===== src/design/pas_pkg.sv =====
// shared types and constants of the priority aging scheduler
package pas_pkg;

    localparam int SLOT_W = 4;
    localparam int PRIO_W = 6;
    localparam int AGE_W  = 6;
    localparam int EFF_W  = 7;

    localparam logic signed [EFF_W-1:0] PRIO_LIMIT = 7'sd20;
    localparam logic signed [EFF_W-1:0] AGE_FLOOR  = -7'sd20;

    typedef enum logic [1:0] {
        OP_INSERT = 2'd0,
        OP_REMOVE = 2'd1,
        OP_PICK   = 2'd2,
        OP_NOP    = 2'd3
    } op_t;

    typedef enum logic [1:0] {
        RES_OK     = 2'd0,
        RES_EMPTY  = 2'd1,
        RES_DUP    = 2'd2,
        RES_ABSENT = 2'd3
    } res_t;

    typedef enum logic [2:0] {
        ST_IDLE,
        ST_DECODE,
        ST_RD_TGT,
        ST_LD_TGT,
        ST_SCAN,
        ST_SWEEP,
        ST_RESPOND
    } state_t;

    typedef struct packed {
        logic capture;
        logic insert;
        logic scan_clear;
        logic tgt_read;
        logic tgt_load;
        logic scan_step;
        logic sweep_step;
        logic out_load;
        logic retire;
        logic win;
        res_t res;
    } cmd_t;

    typedef struct packed {
        op_t  op;
        logic slot_ok;
        logic slot_ready;
        logic empty;
        logic last;
        logic out_busy;
    } sts_t;

endpackage


===== src/design/pas_ctrl.sv =====
// controller state machine of the priority aging scheduler
module pas_ctrl
    import pas_pkg::*;
(
    input  logic clk,
    input  logic rst_n,
    input  logic in_valid,
    output logic in_ready,
    input  sts_t sts,
    output cmd_t cmd
);

    state_t state_reg, state_next;
    res_t   res_reg, res_next;
    logic   win_reg, win_next;
    logic   drop_reg, drop_next;

    always_ff @(posedge clk or negedge rst_n)
    begin
        if (!rst_n)
        begin
            state_reg <= ST_IDLE;
            res_reg   <= RES_OK;
            win_reg   <= 1'b0;
            drop_reg  <= 1'b0;
        end
        else
        begin
            state_reg <= state_next;
            res_reg   <= res_next;
            win_reg   <= win_next;
            drop_reg  <= drop_next;
        end
    end

    always_comb
    begin
        state_next = state_reg;
        res_next   = res_reg;
        win_next   = win_reg;
        drop_next  = drop_reg;
        case (state_reg)
            ST_IDLE:
            begin
                if (in_valid)
                    state_next = ST_DECODE;
            end
            ST_DECODE:
            begin
                res_next   = RES_OK;
                win_next   = 1'b0;
                drop_next  = 1'b0;
                state_next = ST_RESPOND;
                case (sts.op)
                    OP_INSERT:
                    begin
                        if (!sts.slot_ok || sts.slot_ready)
                            res_next = RES_DUP;
                    end
                    OP_REMOVE:
                    begin
                        if (!sts.slot_ok || !sts.slot_ready)
                            res_next = RES_ABSENT;
                        else
                        begin
                            drop_next  = 1'b1;
                            state_next = ST_RD_TGT;
                        end
                    end
                    OP_PICK:
                    begin
                        if (sts.empty)
                            res_next = RES_EMPTY;
                        else
                        begin
                            win_next   = 1'b1;
                            drop_next  = 1'b1;
                            state_next = ST_SCAN;
                        end
                    end
                    default: ;
                endcase
            end
            ST_RD_TGT:  state_next = ST_LD_TGT;
            ST_LD_TGT:  state_next = ST_SWEEP;
            ST_SCAN:
            begin
                if (sts.last)
                    state_next = ST_SWEEP;
            end
            ST_SWEEP:
            begin
                if (sts.last)
                    state_next = ST_RESPOND;
            end
            ST_RESPOND:
            begin
                if (!sts.out_busy)
                    state_next = ST_IDLE;
            end
            default:    state_next = ST_IDLE;
        endcase
    end

    always_comb
    begin
        cmd      = '0;
        cmd.res  = res_reg;
        cmd.win  = win_reg;
        in_ready = 1'b0;
        case (state_reg)
            ST_IDLE:
            begin
                in_ready    = 1'b1;
                cmd.capture = in_valid;
            end
            ST_DECODE:
            begin
                cmd.insert     = (sts.op == OP_INSERT) && sts.slot_ok && !sts.slot_ready;
                cmd.scan_clear = (sts.op == OP_PICK) && !sts.empty;
            end
            ST_RD_TGT:  cmd.tgt_read   = 1'b1;
            ST_LD_TGT:  cmd.tgt_load   = 1'b1;
            ST_SCAN:    cmd.scan_step  = 1'b1;
            ST_SWEEP:   cmd.sweep_step = 1'b1;
            ST_RESPOND:
            begin
                if (!sts.out_busy)
                begin
                    cmd.out_load = 1'b1;
                    cmd.retire   = drop_reg;
                end
            end
            default: ;
        endcase
    end

endmodule


===== src/design/pas_dp.sv =====
// datapath of the priority aging scheduler: slot tables, scan unit and result register
module pas_dp
    import pas_pkg::*;
#(
    parameter int SLOTS = 16
)
(
    input  logic                     clk,
    input  logic                     rst_n,
    input  cmd_t                     cmd,
    output sts_t                     sts,
    input  logic [1:0]               operation,
    input  logic [SLOT_W-1:0]        slot,
    input  logic signed [PRIO_W-1:0] priority_req,
    output logic                     out_valid,
    input  logic                     out_ready,
    output logic [1:0]               status,
    output logic [SLOT_W-1:0]        chosen_slot,
    output logic signed [PRIO_W-1:0] chosen_priority
);

    localparam int IW = (SLOTS > 1) ? $clog2(SLOTS) : 1;
    localparam int CW = $clog2(SLOTS + 1);

    // slot tables, one entry per slot
    logic signed [PRIO_W-1:0] prio_mem [SLOTS];
    logic [AGE_W-1:0]         age_mem  [SLOTS];
    logic [IW-1:0]            rank_mem [SLOTS];

    logic signed [PRIO_W-1:0] rd_prio_reg;
    logic [AGE_W-1:0]         rd_age_reg;
    logic [IW-1:0]            rd_rank_reg;

    op_t                      op_reg;
    logic [SLOT_W-1:0]        slot_reg;
    logic signed [PRIO_W-1:0] preq_reg;

    logic [SLOTS-1:0] valid_reg;
    logic [CW-1:0]    count_reg;
    logic [CW-1:0]    cnt_reg;
    logic [IW-1:0]    proc_reg;
    logic             found_reg;
    logic             age_en_reg;

    logic [IW-1:0]            best_slot_reg;
    logic signed [PRIO_W-1:0] best_prio_reg;
    logic signed [EFF_W-1:0]  best_eff_reg;
    logic [IW-1:0]            best_rank_reg;

    logic                     out_valid_reg;
    res_t                     status_reg;
    logic [SLOT_W-1:0]        chosen_slot_reg;
    logic signed [PRIO_W-1:0] chosen_prio_reg;

    logic [IW-1:0]            slot_idx;
    logic [IW-1:0]            rd_addr;
    logic signed [EFF_W-1:0]  preq_ext;
    logic signed [PRIO_W-1:0] prio_clean;
    logic signed [EFF_W-1:0]  cur_eff;
    logic                     cur_live;
    logic                     better;
    logic                     last;
    logic                     mem_we;
    logic [IW-1:0]            wr_addr;
    logic signed [PRIO_W-1:0] wr_prio;
    logic [AGE_W-1:0]         wr_age;
    logic [IW-1:0]            wr_rank;

    assign slot_idx   = IW'(slot_reg);
    assign preq_ext   = {preq_reg[PRIO_W-1], preq_reg};
    assign prio_clean = (preq_ext > -PRIO_LIMIT && preq_ext < PRIO_LIMIT) ? preq_reg : '0;
    assign last       = (cnt_reg == CW'(SLOTS));
    assign cur_eff    = {rd_prio_reg[PRIO_W-1], rd_prio_reg} - {1'b0, rd_age_reg};
    assign cur_live   = (cnt_reg != '0) && valid_reg[proc_reg];

    always_comb
    begin
        if (cmd.tgt_read)
            rd_addr = slot_idx;
        else if (last)
            rd_addr = '0;
        else
            rd_addr = cnt_reg[IW-1:0];
    end

    // strict order: effective priority, then static priority, then arrival
    assign better = !found_reg || (cur_eff < best_eff_reg) ||
                    ((cur_eff == best_eff_reg) &&
                     ((rd_prio_reg < best_prio_reg) ||
                      ((rd_prio_reg == best_prio_reg) && (rd_rank_reg < best_rank_reg))));

    always_comb
    begin
        mem_we  = 1'b0;
        wr_addr = slot_idx;
        wr_prio = prio_clean;
        wr_age  = '0;
        wr_rank = IW'(count_reg);
        if (cmd.insert)
            mem_we = 1'b1;
        else if (cmd.sweep_step && cur_live && (proc_reg != best_slot_reg))
        begin
            mem_we  = 1'b1;
            wr_addr = proc_reg;
            wr_prio = rd_prio_reg;
            wr_age  = (age_en_reg && cur_eff > AGE_FLOOR) ? rd_age_reg + 1'b1 : rd_age_reg;
            wr_rank = (rd_rank_reg > best_rank_reg) ? rd_rank_reg - 1'b1 : rd_rank_reg;
        end
    end

    always_ff @(posedge clk)
    begin
        if (mem_we)
        begin
            prio_mem[wr_addr] <= wr_prio;
            age_mem[wr_addr]  <= wr_age;
            rank_mem[wr_addr] <= wr_rank;
        end
        rd_prio_reg <= prio_mem[rd_addr];
        rd_age_reg  <= age_mem[rd_addr];
        rd_rank_reg <= rank_mem[rd_addr];
        proc_reg    <= rd_addr;
    end

    always_ff @(posedge clk or negedge rst_n)
    begin
        if (!rst_n)
        begin
            valid_reg     <= '0;
            count_reg     <= '0;
            cnt_reg       <= '0;
            found_reg     <= 1'b0;
            age_en_reg    <= 1'b0;
            out_valid_reg <= 1'b0;
        end
        else
        begin
            if (cmd.insert)
            begin
                valid_reg[slot_idx] <= 1'b1;
                count_reg           <= count_reg + 1'b1;
            end
            else if (cmd.retire)
            begin
                valid_reg[best_slot_reg] <= 1'b0;
                count_reg                <= count_reg - 1'b1;
            end

            if (cmd.scan_clear)
            begin
                cnt_reg    <= '0;
                found_reg  <= 1'b0;
                age_en_reg <= 1'b1;
            end
            else if (cmd.tgt_load)
            begin
                cnt_reg    <= '0;
                age_en_reg <= 1'b0;
            end
            else if (cmd.scan_step || cmd.sweep_step)
            begin
                cnt_reg <= last ? '0 : cnt_reg + 1'b1;
                if (cmd.scan_step && cur_live && better)
                    found_reg <= 1'b1;
            end

            if (cmd.out_load)
                out_valid_reg <= 1'b1;
            else if (out_ready)
                out_valid_reg <= 1'b0;
        end
    end

    always_ff @(posedge clk)
    begin
        if (cmd.capture)
        begin
            op_reg   <= op_t'(operation);
            slot_reg <= slot;
            preq_reg <= priority_req;
        end
        if (cmd.tgt_load)
        begin
            best_rank_reg <= rd_rank_reg;
            best_slot_reg <= slot_idx;
        end
        else if (cmd.scan_step && cur_live && better)
        begin
            best_slot_reg <= proc_reg;
            best_prio_reg <= rd_prio_reg;
            best_eff_reg  <= cur_eff;
            best_rank_reg <= rd_rank_reg;
        end
        if (cmd.out_load)
        begin
            status_reg      <= cmd.res;
            chosen_slot_reg <= cmd.win ? SLOT_W'(best_slot_reg) : '0;
            chosen_prio_reg <= cmd.win ? best_prio_reg : '0;
        end
    end

    always_comb
    begin
        sts            = '0;
        sts.op         = op_reg;
        sts.slot_ok    = int'(slot_reg) < SLOTS;
        sts.slot_ready = valid_reg[slot_idx];
        sts.empty      = (count_reg == '0);
        sts.last       = last;
        sts.out_busy   = out_valid_reg && !out_ready;
    end

    assign out_valid       = out_valid_reg;
    assign status          = status_reg;
    assign chosen_slot     = chosen_slot_reg;
    assign chosen_priority = chosen_prio_reg;

endmodule


===== src/design/priority_aging_scheduler.sv =====
// top level of the priority aging scheduler
// Usage: one item per command on the input channel (in_valid/in_ready with operation,
// slot, priority_req); exactly one result per item on the output channel
// (out_valid/out_ready with status, chosen_slot, chosen_priority).
// Operations: insert a slot with a static priority, remove a slot, pick the slot with
// the least static priority minus age; the pick ages the other ready slots (until
// their effective priority reaches AGE_FLOOR) and retires the winner.
// One item is worked on at a time; in_ready is high only while the controller idles.
// Insert, no-op and refused requests do not walk the slot tables. The single read
// port of the tables sets the pace otherwise: a pick walks them once to select and
// once to age and re-rank, a remove walks them once to re-rank.
// The result is registered; while the receiver stalls it holds, and the finished
// next result waits in the controller until the output register frees.
// Reset empties the ready set and the output register; table contents are not
// cleared, entries are only used for slots that have been inserted.
module priority_aging_scheduler
    import pas_pkg::*;
#(
    parameter int SLOTS = 16
)
(
    input  logic                     clk,
    input  logic                     rst_n,
    input  logic                     in_valid,
    output logic                     in_ready,
    input  logic [1:0]               operation,
    input  logic [SLOT_W-1:0]        slot,
    input  logic signed [PRIO_W-1:0] priority_req,
    output logic                     out_valid,
    input  logic                     out_ready,
    output logic [1:0]               status,
    output logic [SLOT_W-1:0]        chosen_slot,
    output logic signed [PRIO_W-1:0] chosen_priority
);

    cmd_t cmd;
    sts_t sts;

    pas_ctrl u_ctrl (
        .clk      (clk),
        .rst_n    (rst_n),
        .in_valid (in_valid),
        .in_ready (in_ready),
        .sts      (sts),
        .cmd      (cmd)
    );

    pas_dp #(
        .SLOTS (SLOTS)
    ) u_dp (
        .clk             (clk),
        .rst_n           (rst_n),
        .cmd             (cmd),
        .sts             (sts),
        .operation       (operation),
        .slot            (slot),
        .priority_req    (priority_req),
        .out_valid       (out_valid),
        .out_ready       (out_ready),
        .status          (status),
        .chosen_slot     (chosen_slot),
        .chosen_priority (chosen_priority)
    );

    a_insert_free: assert property (@(posedge clk) disable iff (!rst_n)
        cmd.insert |-> (sts.slot_ok && !sts.slot_ready))
        else $error("insert of a slot that is already ready");

    a_retire_nonempty: assert property (@(posedge clk) disable iff (!rst_n)
        cmd.retire |-> !sts.empty)
        else $error("retire with an empty ready set");

    a_load_free: assert property (@(posedge clk) disable iff (!rst_n)
        cmd.out_load |-> !sts.out_busy)
        else $error("result loaded over a stalled result");

    a_one_item: assert property (@(posedge clk) disable iff (!rst_n)
        (in_valid && in_ready) |=> !in_ready)
        else $error("second item taken while one is in work");

endmodule


===== config.mk =====
export PLATFORM = sky130hd
export DESIGN_NAME = priority_aging_scheduler
export DESIGN_NICKNAME = d
export VERILOG_FILES = /design/src/design/pas_pkg.sv /design/src/design/pas_ctrl.sv /design/src/design/pas_dp.sv /design/src/design/priority_aging_scheduler.sv
export SDC_FILE = /design/constraint.sdc
export NUM_CORES = 1
export LEC_CHECK = 0
export BUFFER_PORTS_ARGS = -buffer_cell sky130_fd_sc_hd__buf_2
export CORE_MARGIN = 2
export CORE_UTILIZATION = 63
export DETAILED_ROUTE_END_ITERATION = 16
export PLACE_DENSITY = 0.82
export SLEW_MARGIN = 40
export SYNTH_ARGS = -nofsm -noshare
export SYNTH_HDL_FRONTEND = slang
export SYNTH_SLANG_ARGS = --single-unit

===== constraint.sdc =====
create_clock -name clk -period 4.03 [get_ports clk]
set_clock_uncertainty 0.05 [all_clocks]
set_input_delay 0.806 -clock clk [delete_from_list [all_inputs] [get_ports clk]]
set_output_delay 0.806 -clock clk [all_outputs]
set_load 0.005 [all_outputs]

-- Yosys cells after proc, flatten, opt, wreduce, memory -nomap -nowiden
Memories as Yosys holds them, arrays and structs flattened. A register that Yosys moved wholly into a read port is not among the register bits.
Index checks and enable logic that the tools add are counted.
- memories kept: 3
- memory bits (read-only): 0
- bits of input ports: 16
- bits in writable memories: 256
- word-level logic and storage cells: 169
- output and inout bits: 14
- register bits after elaboration: 85
- bits in latches: 0
- memory list (name ; depth ; bits a word ; read ports ; clocked after Yosys merged registers in ; write ports ; RTL line ; source):
    u_dp.age_mem ; 16 ; 6 ; 1 ; 1 ; 1 ; pas_dp.sv:27 ; logic [AGE_W-1:0] age_mem [SLOTS];
    u_dp.prio_mem ; 16 ; 6 ; 1 ; 1 ; 1 ; pas_dp.sv:26 ; logic signed [PRIO_W-1:0] prio_mem [SLOTS];
    u_dp.rank_mem ; 16 ; 4 ; 1 ; 1 ; 1 ; pas_dp.sv:28 ; logic [IW-1:0] rank_mem [SLOTS];
- shift-type cells: 0
- div/mod/pow operators: 0
- mux-type cells: 70
- reductions and logical operators: 36
- bitwise gates (word level): 4
- $add $sub $neg: 6
- order comparisons: 12
- multiply operators: 0
- eq/ne operators: 17
- operator list (operator ; count):
    $mux 4 ; 11
    $mux 6 ; 6
    $mux 16 ; 2
    $mux 5 ; 6
    $mux 1 ; 26
    $pmux 3 s7 ; 1
    $and 16x16->16 ; 1
    $not 16->16 ; 1
    $or 16x16->16 ; 1
    $lt 4x5->1 const B ; 3
    $mux 3 ; 5
    $logic_and 1x1->1 ; 14
    $mux 2 ; 6
    $reduce_bool 2->1 ; 6
    $add 5x1->5 const B ; 2
    $eq 3x3->1 const B ; 3
    $bmux 1 s4 ; 2
    $demux 1 s4 ; 2
    $ge 4x1->1 const B ; 2
    $eq 7x7->1 ; 1
    $gt 7x6->1 const B ; 1
    $lt 7x7->1 ; 1
    $sub 7x6->7 ; 1
    $add 6x1->6 const B ; 1
    other kinds (30) ; 40

-- Depth between registers and ports, before layout
Gate-level depths: netlist of the first run.
- depth after elaboration: 10
- mapped depth: 14
- gate-level depth less buffers: 14

-- Cells and area by module
A second synthesis of the first run with hierarchy kept.
- cells, all modules: 1170
- area total of the unflattened synthesis: 15531.1 um2
- modules (own cells, without submodules) (module ; times used ; cells an instance ; area an instance (um2) ; seq. area each (um2)):
    pas_dp ; 1 ; 1108 ; 14965.6 ; 10164.7
    pas_ctrl ; 1 ; 62 ; 565.5 ; 175.2

-- Worst setup path after synthesis of the first run
Ideal clock, no wire load.
- kind: flip-flop to flip-flop
- from: reg u_dp.rd_age_reg[0], read port of u_dp.age_mem
- to: reg u_dp.best_eff_reg[0] (enable)
- slack: 856 ps
- setup time: 349 ps
- required time: 3631 ps
- stages on the path, launching flop included: 14
- period minus slack after synthesis: 3174 ps
- data arrival time: 2775 ps
- buffers on the path: 0
- cell sequence: dfxtp_1 -> ha_1 -> inv_1 -> fa_1 -> a211oi_1 -> o21ai_0 -> a21oi_1 -> xor2_1 -> ha_1 -> nand3_1 -> nor2_1 -> a221oi_1 -> o21ai_0 -> inv_1
- cells in the longest elaborated chain, start to end: 6
- elaborated cells on any way between the ends: 8
- classes of those cells: add/sub (1); order compare (1); eq/ne (1); reduce/logical (5)
- ends and longest elaborated chain (item ; RTL line ; source):
    from (decl) ; pas_dp.sv:31 ; logic [AGE_W-1:0] rd_age_reg;
    $sub 7x6->7 * ; pas_dp.sv:73 ; assign cur_eff = {rd_prio_reg[PRIO_W-1], rd_prio_reg} - {1'b0, rd_age_reg};
    net u_dp.cur_eff[6] ; pas_dp.sv:59 ; logic signed [EFF_W-1:0] cur_eff;
    $lt 7x7->1 or $eq 7x7->1 (tied branches) ; pas_dp.sv:87, pas_dp.sv:88 ;
    $logic_or 1x1->1 or $logic_and 1x1->1 (tied branches) ; pas_dp.sv:87, pas_dp.sv:88 ;
    $logic_or 1x1->1 * ; pas_dp.sv:87 ; assign better = !found_reg || (cur_eff < best_eff_reg) ||
    $logic_and 1x1->1 * ; pas_dp.sv:187 ; else if (cmd.scan_step && cur_live && better)
    $reduce_and 2->1 (no source line) * ; -- ;
    to (signal assigned) ; pas_dp.sv:191 ; best_eff_reg <= cur_eff;
    to (decl) ; pas_dp.sv:47 ; logic signed [EFF_W-1:0] best_eff_reg;
Mark *: on every way through the listed nets, which the timed path passes. The rest lies on a longest branch.
A chain may end at the register's enable or synchronous reset.

-- Worst setup path after layout of the first run
- from: reg u_dp.rd_age_reg[0], read port of u_dp.age_mem
- to: reg u_dp.best_prio_reg[0] (enable)
- cells in the longest elaborated chain, start to end: 6
- elaborated cells on any way between the ends: 8
- classes of those cells: add/sub (1); order compare (1); eq/ne (1); reduce/logical (5)
- ends and longest elaborated chain (item ; RTL line ; source):
    $sub 7x6->7 * ; pas_dp.sv:73 ;
    net u_dp.cur_eff[6] ; pas_dp.sv:59 ;
    $lt 7x7->1 or $eq 7x7->1 (tied branches) ; pas_dp.sv:87, pas_dp.sv:88 ;
    $logic_or 1x1->1 or $logic_and 1x1->1 (tied branches) ; pas_dp.sv:87, pas_dp.sv:88 ;
    $logic_or 1x1->1 * ; pas_dp.sv:87 ;
    $logic_and 1x1->1 * ; pas_dp.sv:187 ;
    $reduce_and 2->1 (no source line) * ; -- ;
    to (signal assigned) ; pas_dp.sv:190 ; best_prio_reg <= rd_prio_reg;
    to (decl) ; pas_dp.sv:46 ; logic signed [PRIO_W-1:0] best_prio_reg;
Marked as above.

==> results of run 1 <==
==> metrics by stage <==
step	instance area, µm²	std cells
global placement	16200	1470
CTS	17400	1531
finish	17400	1531
global route	17400	1531
detailed placement	16200	1470
floorplan	15400	1109
==> synthesized netlist by cell type, types with 3 or more instances <==
cell type	count	area share (%)
a211oi_1	4	0.19
a21o_1	3	0.15
a21oi_1	28	0.91
a31oi_1	9	0.36
and2_1	21	0.85
buf_2	26	0.84
buf_6	3	0.22
clkbuf_1	16	0.39
dfrtp_1	36	5.8
dfxtp_1	20	2.6
edfxtp_1	301	59
ha_1	33	2.7
inv_1	48	1.2
mux2_2	7	0.51
mux2i_1	132	8.6
nand2_1	74	1.8
nand2b_1	12	0.49
nand3_1	11	0.36
nand3b_1	8	0.39
nand4_1	5	0.20
nor2_1	64	1.6
nor2b_1	18	0.73
nor3_1	7	0.23
nor3b_1	3	0.15
nor4_1	5	0.20
nor4b_1	5	0.28
o21ai_0	56	1.8
o21ai_1	6	0.19
o22ai_1	67	2.7
o31ai_1	5	0.24
o32a_1	3	0.19
or2_2	4	0.16
or3_1	7	0.28
xnor2_1	11	0.62
xor2_1	6	0.34
==> kinds of logic after synthesis <==
family | synth area share, %
AOI/OAI and AO/OA | 8.26
adders and majority gates | 3.00
and+or+nand+nor | 8.50
buffers and inverters | 2.69
DFF | 66.9
muxes | 9.50
xor gates and xnor gates | 1.11
==> power by group through the flow <==
stage	Sequential [µW]	Clock, µW	Combinational (µW)
2_1_floorplan	5050	0	3220
4_1_cts	5180	3270	4410
3_5_place_dp	5250	0	4340
3_3_place_gp	5240	0	4160
5_1_grt	5240	3420	4880
6_report	5190	3240	4470
==> placed cells by master, fill, tap and decap left out, types with 6 or more instances in the layout <==
| cell type | instances |
|---|---|
| edfxtp_1 | 301 |
| mux2i_1 | 132 |
| nand2_1 | 74 |
| o22ai_1 | 67 |
| nor2_1 | 64 |
| o21ai_0 | 56 |
| buf_4 | 54 |
| inv_1 | 48 |
| clkbuf_16 | 36 |
| dfrtp_1 | 36 |
| ha_1 | 33 |
| buf_2 | 28 |
| a21oi_1 | 25 |
| and2_1 | 21 |
| dfxtp_1 | 20 |
| nor2b_1 | 14 |
| nand2b_1 | 12 |
| nand3_1 | 11 |
| xnor2_1 | 11 |
| nand3b_1 | 8 |
| mux2_2 | 7 |
| nor3_1 | 7 |
| a31oi_1 | 7 |
| or3_1 | 7 |
| clkbuf_1 | 7 |
| xor2_1 | 6 |
| o21ai_1 | 6 |
==> critical path, delay by kind of cell (launching register included) <==
kind / cells / cell delay, ns
compound gates: 5 / 1.04
xor+xnor: 1 / 0.26
fa+ha+maj: 3 / 0.90
buf+inv: 2 / 0.48
flops: 1 / 0.42
simple gates: 2 / 0.14
==> cell type report <==
class,count,area [µm²]
Inverter,48,180
Sequential cell,357,10300
Tap cell,324,405
Fill cell,1511,6770
Clock inverter,16,189
Multi-Input combinational cell,657,4750
Clock buffer,45,955
Timing Repair Buffer,84,586
==> per-layer routing <==
layer  part of all wire (%)  wire, µm
met1                     40     14200
met2                     48     17000
met3                    8.1      2870
met4                    4.1      1470
met5                      0         0
==> worst max path at each step <==
stage	from	to
2_1_floorplan	u_dp.rd_age_reg[0]$_DFF_P_	u_dp.best_eff_reg[0]$_DFFE_PP_
3_3_place_gp	u_dp.rd_age_reg[0]$_DFF_P_	u_dp.age_mem[1][1]$_DFFE_PP_
3_5_place_dp	u_dp.rd_age_reg[0]$_DFF_P_	u_dp.age_mem[0][1]$_DFFE_PP_
4_1_cts	u_dp.rd_age_reg[0]$_DFF_P_	u_dp.age_mem[2][1]$_DFFE_PP_
5_1_grt	u_dp.rd_age_reg[0]$_DFF_P_	u_dp.best_prio_reg[0]$_DFFE_PP_
6_report	u_dp.rd_age_reg[0]$_DFF_P_	u_dp.best_prio_reg[0]$_DFFE_PP_
==> run_results.csv, run 1 <==
group,metric,value,unit
floorplanning,rows,57,
placed_design,gp_congestion,0.901,
clock_network,cts_tree,"done",
worst_setup_path,r2r_cells,13,
drt,dr.pass1.iters,5,
power,p_switching,4500,µW
floorplanning,num_io_pins,30,
power,p_leak,0.00666,µW
timing,setup_viol,0,
floorplanning,die_x,161,µm
worst_setup_path,critPathSlowestCell,"inv_1",
placed_design,io_buffers,29,
clock_network,htreeDepth,2,
worst_setup_path,r2r-end,"u_dp.best_prio_reg[0]$_DFFE_PP_",
floorplanning,die-area,0.0258,mm²
power,seqPwrFrac,40.2,%
timing,period_needed,3.66,ns
outcome,outcome,"finished, final reports clean",
floorplanning,core,0.0242,mm²
clock_network,postCtsSetupRepairBufs,0,
synth,synth_ff_type,"edfxtp_1",
global_routing,busiest_layer,"met2",
timing,hold_viol,0,
timing,max_freq,0.273,GHz
worst_hold_path,hp-class,"in2async",
clock_network,path_clk_slew,0.06,ns
clock_network,cts_hold_buf,0,
power,ir_worst_vdd,457,µV
global_routing,grtUsageMet2,45.5,%
worst_setup_path,crit_chain,"ha_1 > inv_1 > fa_1 > a211oi_1 > o21ai_0 > a21oi_1 > xor2_1 > ha_1 > nand3_1 > nor2_1 > a221oi_1 > o21ai_0 > inv_1",
synth,ys_seq_elements,357,
drt,ant_nets,0,
cells_and_area,syn_to_final_growth,12.7,%
synth,avgSynthCellArea,13.9,µm²
timing,post-route-period-util,90.8,%
synth,async_reset_ff_share,10.1,%
global_routing,grtUsageTotal,28.0,%
clock_network,numCtsBuffers,36,
synth,synthesis.area,0.0154,mm²
drt,routed_wl,35.5,mm
synth,syn_nets,1160,
worst_setup_path,cp_max_fo,13,
synth,synth.distinct_cells,71,
timing,rsz0062_at_grt,"no",
worst_setup_path,arrival,3.76,ns
timing,tns,0,ns
cells_and_area,fin_nets,1235,
clock_network,clock-sinks,357,
global_routing,grt_pass1_vias,9524,
global_routing,grt_pass1_wl,54.5,mm
cells_and_area,n_antenna_cell,0,
clock_network,worstSkewPairLatency,0.53,ns
drt,post_drt_via_cell_ratio,6.28,
placed_design,hpwlAfterDp,22.4,mm
timing,worst_slew_pin_slew,0.813,ns
synth,syn_inst,1109,
global_routing,grt_use_met1,37.1,%
cells_and_area,reg.largest.list,"u_dp.age_mem x96, u_dp.prio_mem x96, u_dp.rank_mem x64",
power,finalPower,12900,µW
synth,seq_area_frac_synth,66.9,%
drt,drt_iter0_markers,1260,
floorplanning,start_util,63.9,%
synth,synth-edff-count,301,
global_routing,grt_start_max_net_pins,53,
clock_network,clock_path_buffers,3,
global_routing,grt_antenna_before_repair,0,
job,cap_viol_max_count,0,
timing,slew_viol_final,0,
cells_and_area,drive_above_1_share,14.5,%
power,power_density,742,mW/mm²
power,p_int,8410,µW
timing,whs,0.201,ns
global_routing,grt-ovfl-total,0,
drt,routed-via-count,9611,
worst_setup_path,end_kind,"flop",
worst_setup_path,max_stage_delay,0.43,ns
global_routing,grt_use_met3,5.66,%
drt,wl_per_cell,23.2,µm
drt,drc,0,
clock_network,cts_root_buffer,"clkbuf_16",
power,comb_power_share,34.7,%
placed_design,post-place-ws,0.0605,ns
power,clkPwrFrac,25.1,%
clock_network,cts-resized-gates,0,
worst_setup_path,path_class,"reg2reg",
cells_and_area,utilization,72.0,%
timing,worst_slack,0.370,ns
power,p_sw_share,34.8,%
synth,ys_warn_count,0,
worst_setup_path,rrSetupSlack,0.37,ns
timing,max-slew-margin-rel,45.2,%
worst_setup_path,start_kind,"flop",
floorplanning,die_h,161,µm
worst_setup_path,cp.required,4.14,ns
worst_setup_path,r2r_start,"u_dp.rd_age_reg[0]$_DFF_P_",
(Power assumes the default switching activity.)
==> run 2: changes to the inputs <==
--- a/config.mk
+++ b/config.mk
@@ -6,6 +6,7 @@
 export NUM_CORES = 1
 export LEC_CHECK = 0
 export BUFFER_PORTS_ARGS = -buffer_cell sky130_fd_sc_hd__buf_2
+export CORE_ASPECT_RATIO = 1.5
 export CORE_MARGIN = 2
 export CORE_UTILIZATION = 63
 export DETAILED_ROUTE_END_ITERATION = 16
==> run_results.csv, run 2 (synthesis gave the netlist of run 1 again) <==
group,metric,value,unit
floorplanning,die-area,0.0258,mm²
clock_network,cts_root_buffer,"clkbuf_16",
clock_network,numCtsBuffers,30,
power,comb_power_share,36.2,%
job,cap_viol_max_count,0,
cells_and_area,fillCellCount,1572,
worst_setup_path,path_class,"reg2reg",
power,p_switching,4380,µW
drt,wl_per_cell,22.8,µm
clock_network,worstSkewPairLatency,0.56,ns
timing,hold_viol,0,
floorplanning,rows,70,
global_routing,grtUsageTotal,27.3,%
worst_setup_path,arrival,3.87,ns
worst_setup_path,cp.required,4.20,ns
timing,max-slew-margin-rel,51.8,%
outcome,outcome,"finished, final reports clean",
cells_and_area,fin_nets,1232,
timing,rsz0062_at_grt,"no",
floorplanning,num_io_pins,30,
timing,worst_slew_pin_slew,0.716,ns
timing,tns,0,ns
floorplanning,die_h,196,µm
drt,routed_wl,34.9,mm
placed_design,hpwlAfterDp,22.4,mm
placed_design,post-place-ws,0.116,ns
timing,period_needed,3.69,ns
worst_hold_path,hp-class,"in2async",
cells_and_area,syn_to_final_growth,11.8,%
timing,worst_slack,0.338,ns
global_routing,grt_pass1_vias,9547,
power,ir_worst_vdd,469,µV
global_routing,grt_pass1_wl,53.2,mm
power,seqPwrFrac,41.2,%
timing,setup_viol,0,
power,power_density,727,mW/mm²
cells_and_area,mostFrequentLayoutCells,"edfxtp_1 (301), mux2i_1 (132), nand2_1 (74), o22ai_1 (67), nor2_1 (63)",
timing,max_freq,0.271,GHz
floorplanning,start_util,63.7,%
placed_design,placed_area,0.0163,mm²
drt,drc,0,
clock_network,cts_hold_buf,0,
placed_design,io_buffers,29,
power,p_sw_share,34.9,%
cells_and_area,n_antenna_cell,0,
timing,slew_viol_final,0,
timing,whs,0.151,ns
drt,drt_iter0_markers,816,
clock_network,postCtsSetupRepairBufs,0,
clock_network,path_clk_slew,0.07,ns
worst_setup_path,start_kind,"flop",
placed_design,gp_congestion,0.910,
drt,dr.pass1.iters,5,
cells_and_area,design_area,0.0173,mm²
drt,routed-via-count,9502,
worst_setup_path,max_stage_delay,0.42,ns
global_routing,grt_start_max_net_pins,39,
power,p_int,8170,µW
power,clkPwrFrac,22.6,%
worst_setup_path,crit_chain,"ha_1 > inv_1 > fa_1 > a211oi_1 > o21ai_0 > a21oi_1 > xor2_1 > ha_1 > nand3_1 > nor2_1 > a21o_1 > o21ai_0 > nand2_1",
global_routing,grt_antenna_before_repair,0,
clock_network,clock-sinks,357,
worst_setup_path,critPathSlowestCell,"dfxtp_1",
drt,post_drt_via_cell_ratio,6.21,
cells_and_area,regArea,0.0103,mm²
worst_setup_path,cp_max_fo,8,
clock_network,htreeDepth,1,
clock_network,cts-resized-gates,0,
global_routing,grt-ovfl-total,0,
cells_and_area,layout_commonest_cell,"edfxtp_1",
floorplanning,die_x,132,µm
power,p_leak,0.00660,µW
clock_network,clock_path_buffers,3,
cells_and_area,drive_above_1_share,14.1,%
timing,post-route-period-util,91.6,%
clock_network,cts_tree,"done",
cells_and_area,multiInputGateArea,0.00474,mm²
floorplanning,core,0.0243,mm²
cells_and_area,reg.largest.list,"u_dp.age_mem x96, u_dp.prio_mem x96, u_dp.rank_mem x64",
drt,ant_nets,0,
worst_setup_path,end_kind,"flop",
## run 2: final timing paths
check / cells after the start / to / start / slack (ns)
worst max-delay path: 13 / u_dp.best_slot_reg[3]$_DFFE_PP_ / u_dp.rd_age_reg[0]$_DFF_P_ / 0.34
worst min-delay path: 1 / u_dp.cnt_reg[4]$_DFFE_PN0P_ / rst_n / 0.15
worst max register to register: 13 / u_dp.best_slot_reg[3]$_DFFE_PP_ / u_dp.rd_age_reg[0]$_DFF_P_ / 0.34
worst min register to register: 0 / u_dp.status[0]$_DFFE_PP_ / u_ctrl.res_reg[0]$_DFFE_PN0P_ / 0.41
max in group asynchronous: 1 / u_ctrl.res_reg[0]$_DFFE_PN0P_ / rst_n / 3.42
min in group clk: 1 / u_dp.preq_reg[5]$_DFFE_PP_ / priority_req[5] / 0.38
## run 2: power groups by stage
| stage | clock network (µW) | logic (µW) | registers (µW) |
|---|---|---|---|
| floorplan | 0 | 3220 | 5050 |
| global placement | 0 | 4270 | 5230 |
| detailed placement | 0 | 4410 | 5250 |
| CTS | 2850 | 4470 | 5170 |
| global route | 3010 | 4940 | 5210 |
| finish | 2830 | 4550 | 5170 |
## run 2: critical path, delay by kind of cell, from the launching register on
| kind | cells | cell delay [ns] |
|---|---|---|
| AO/OA/AOI/OAI | 5 | 1.15 |
| buffers and inverters | 1 | 0.05 |
| adder cells (fa/ha/maj) | 3 | 0.90 |
| XOR/XNOR | 1 | 0.28 |
| AND/OR/NAND/NOR | 3 | 0.49 |
| flip-flops | 1 | 0.42 |
## run 2: area by class of cell
| cell class | instances | share of cell area, % |
|---|---|---|
| multi-input combinational | 657 | 27.4 |
| tap | 324 | 2.35 |
| sequential | 357 | 59.8 |
| timing repair buffer | 87 | 3.76 |
| inverter | 48 | 1.04 |
| clock inverter | 11 | 0.616 |
| clock buffer | 45 | 4.97 |
## run 2: metal layers
metal  track usage [%]  share of wire (%)  vias up
met2              50.3                 53      438
met3              3.07                6.4      132
met5                 0                  0        -
li1                  -                  -     4329
met1              31.0                 35     4603
met4              14.9                5.9        0
## run 2: metrics by stage
stage,total power [µW],cells,util (%)
5_1_grt,13200,1529,71.2
4_1_cts,12500,1528,71.1
6_report,12600,1529,71.2
3_3_place_gp,9500,1472,67.1
3_5_place_dp,9650,1472,67.2
2_1_floorplan,8260,1109,-
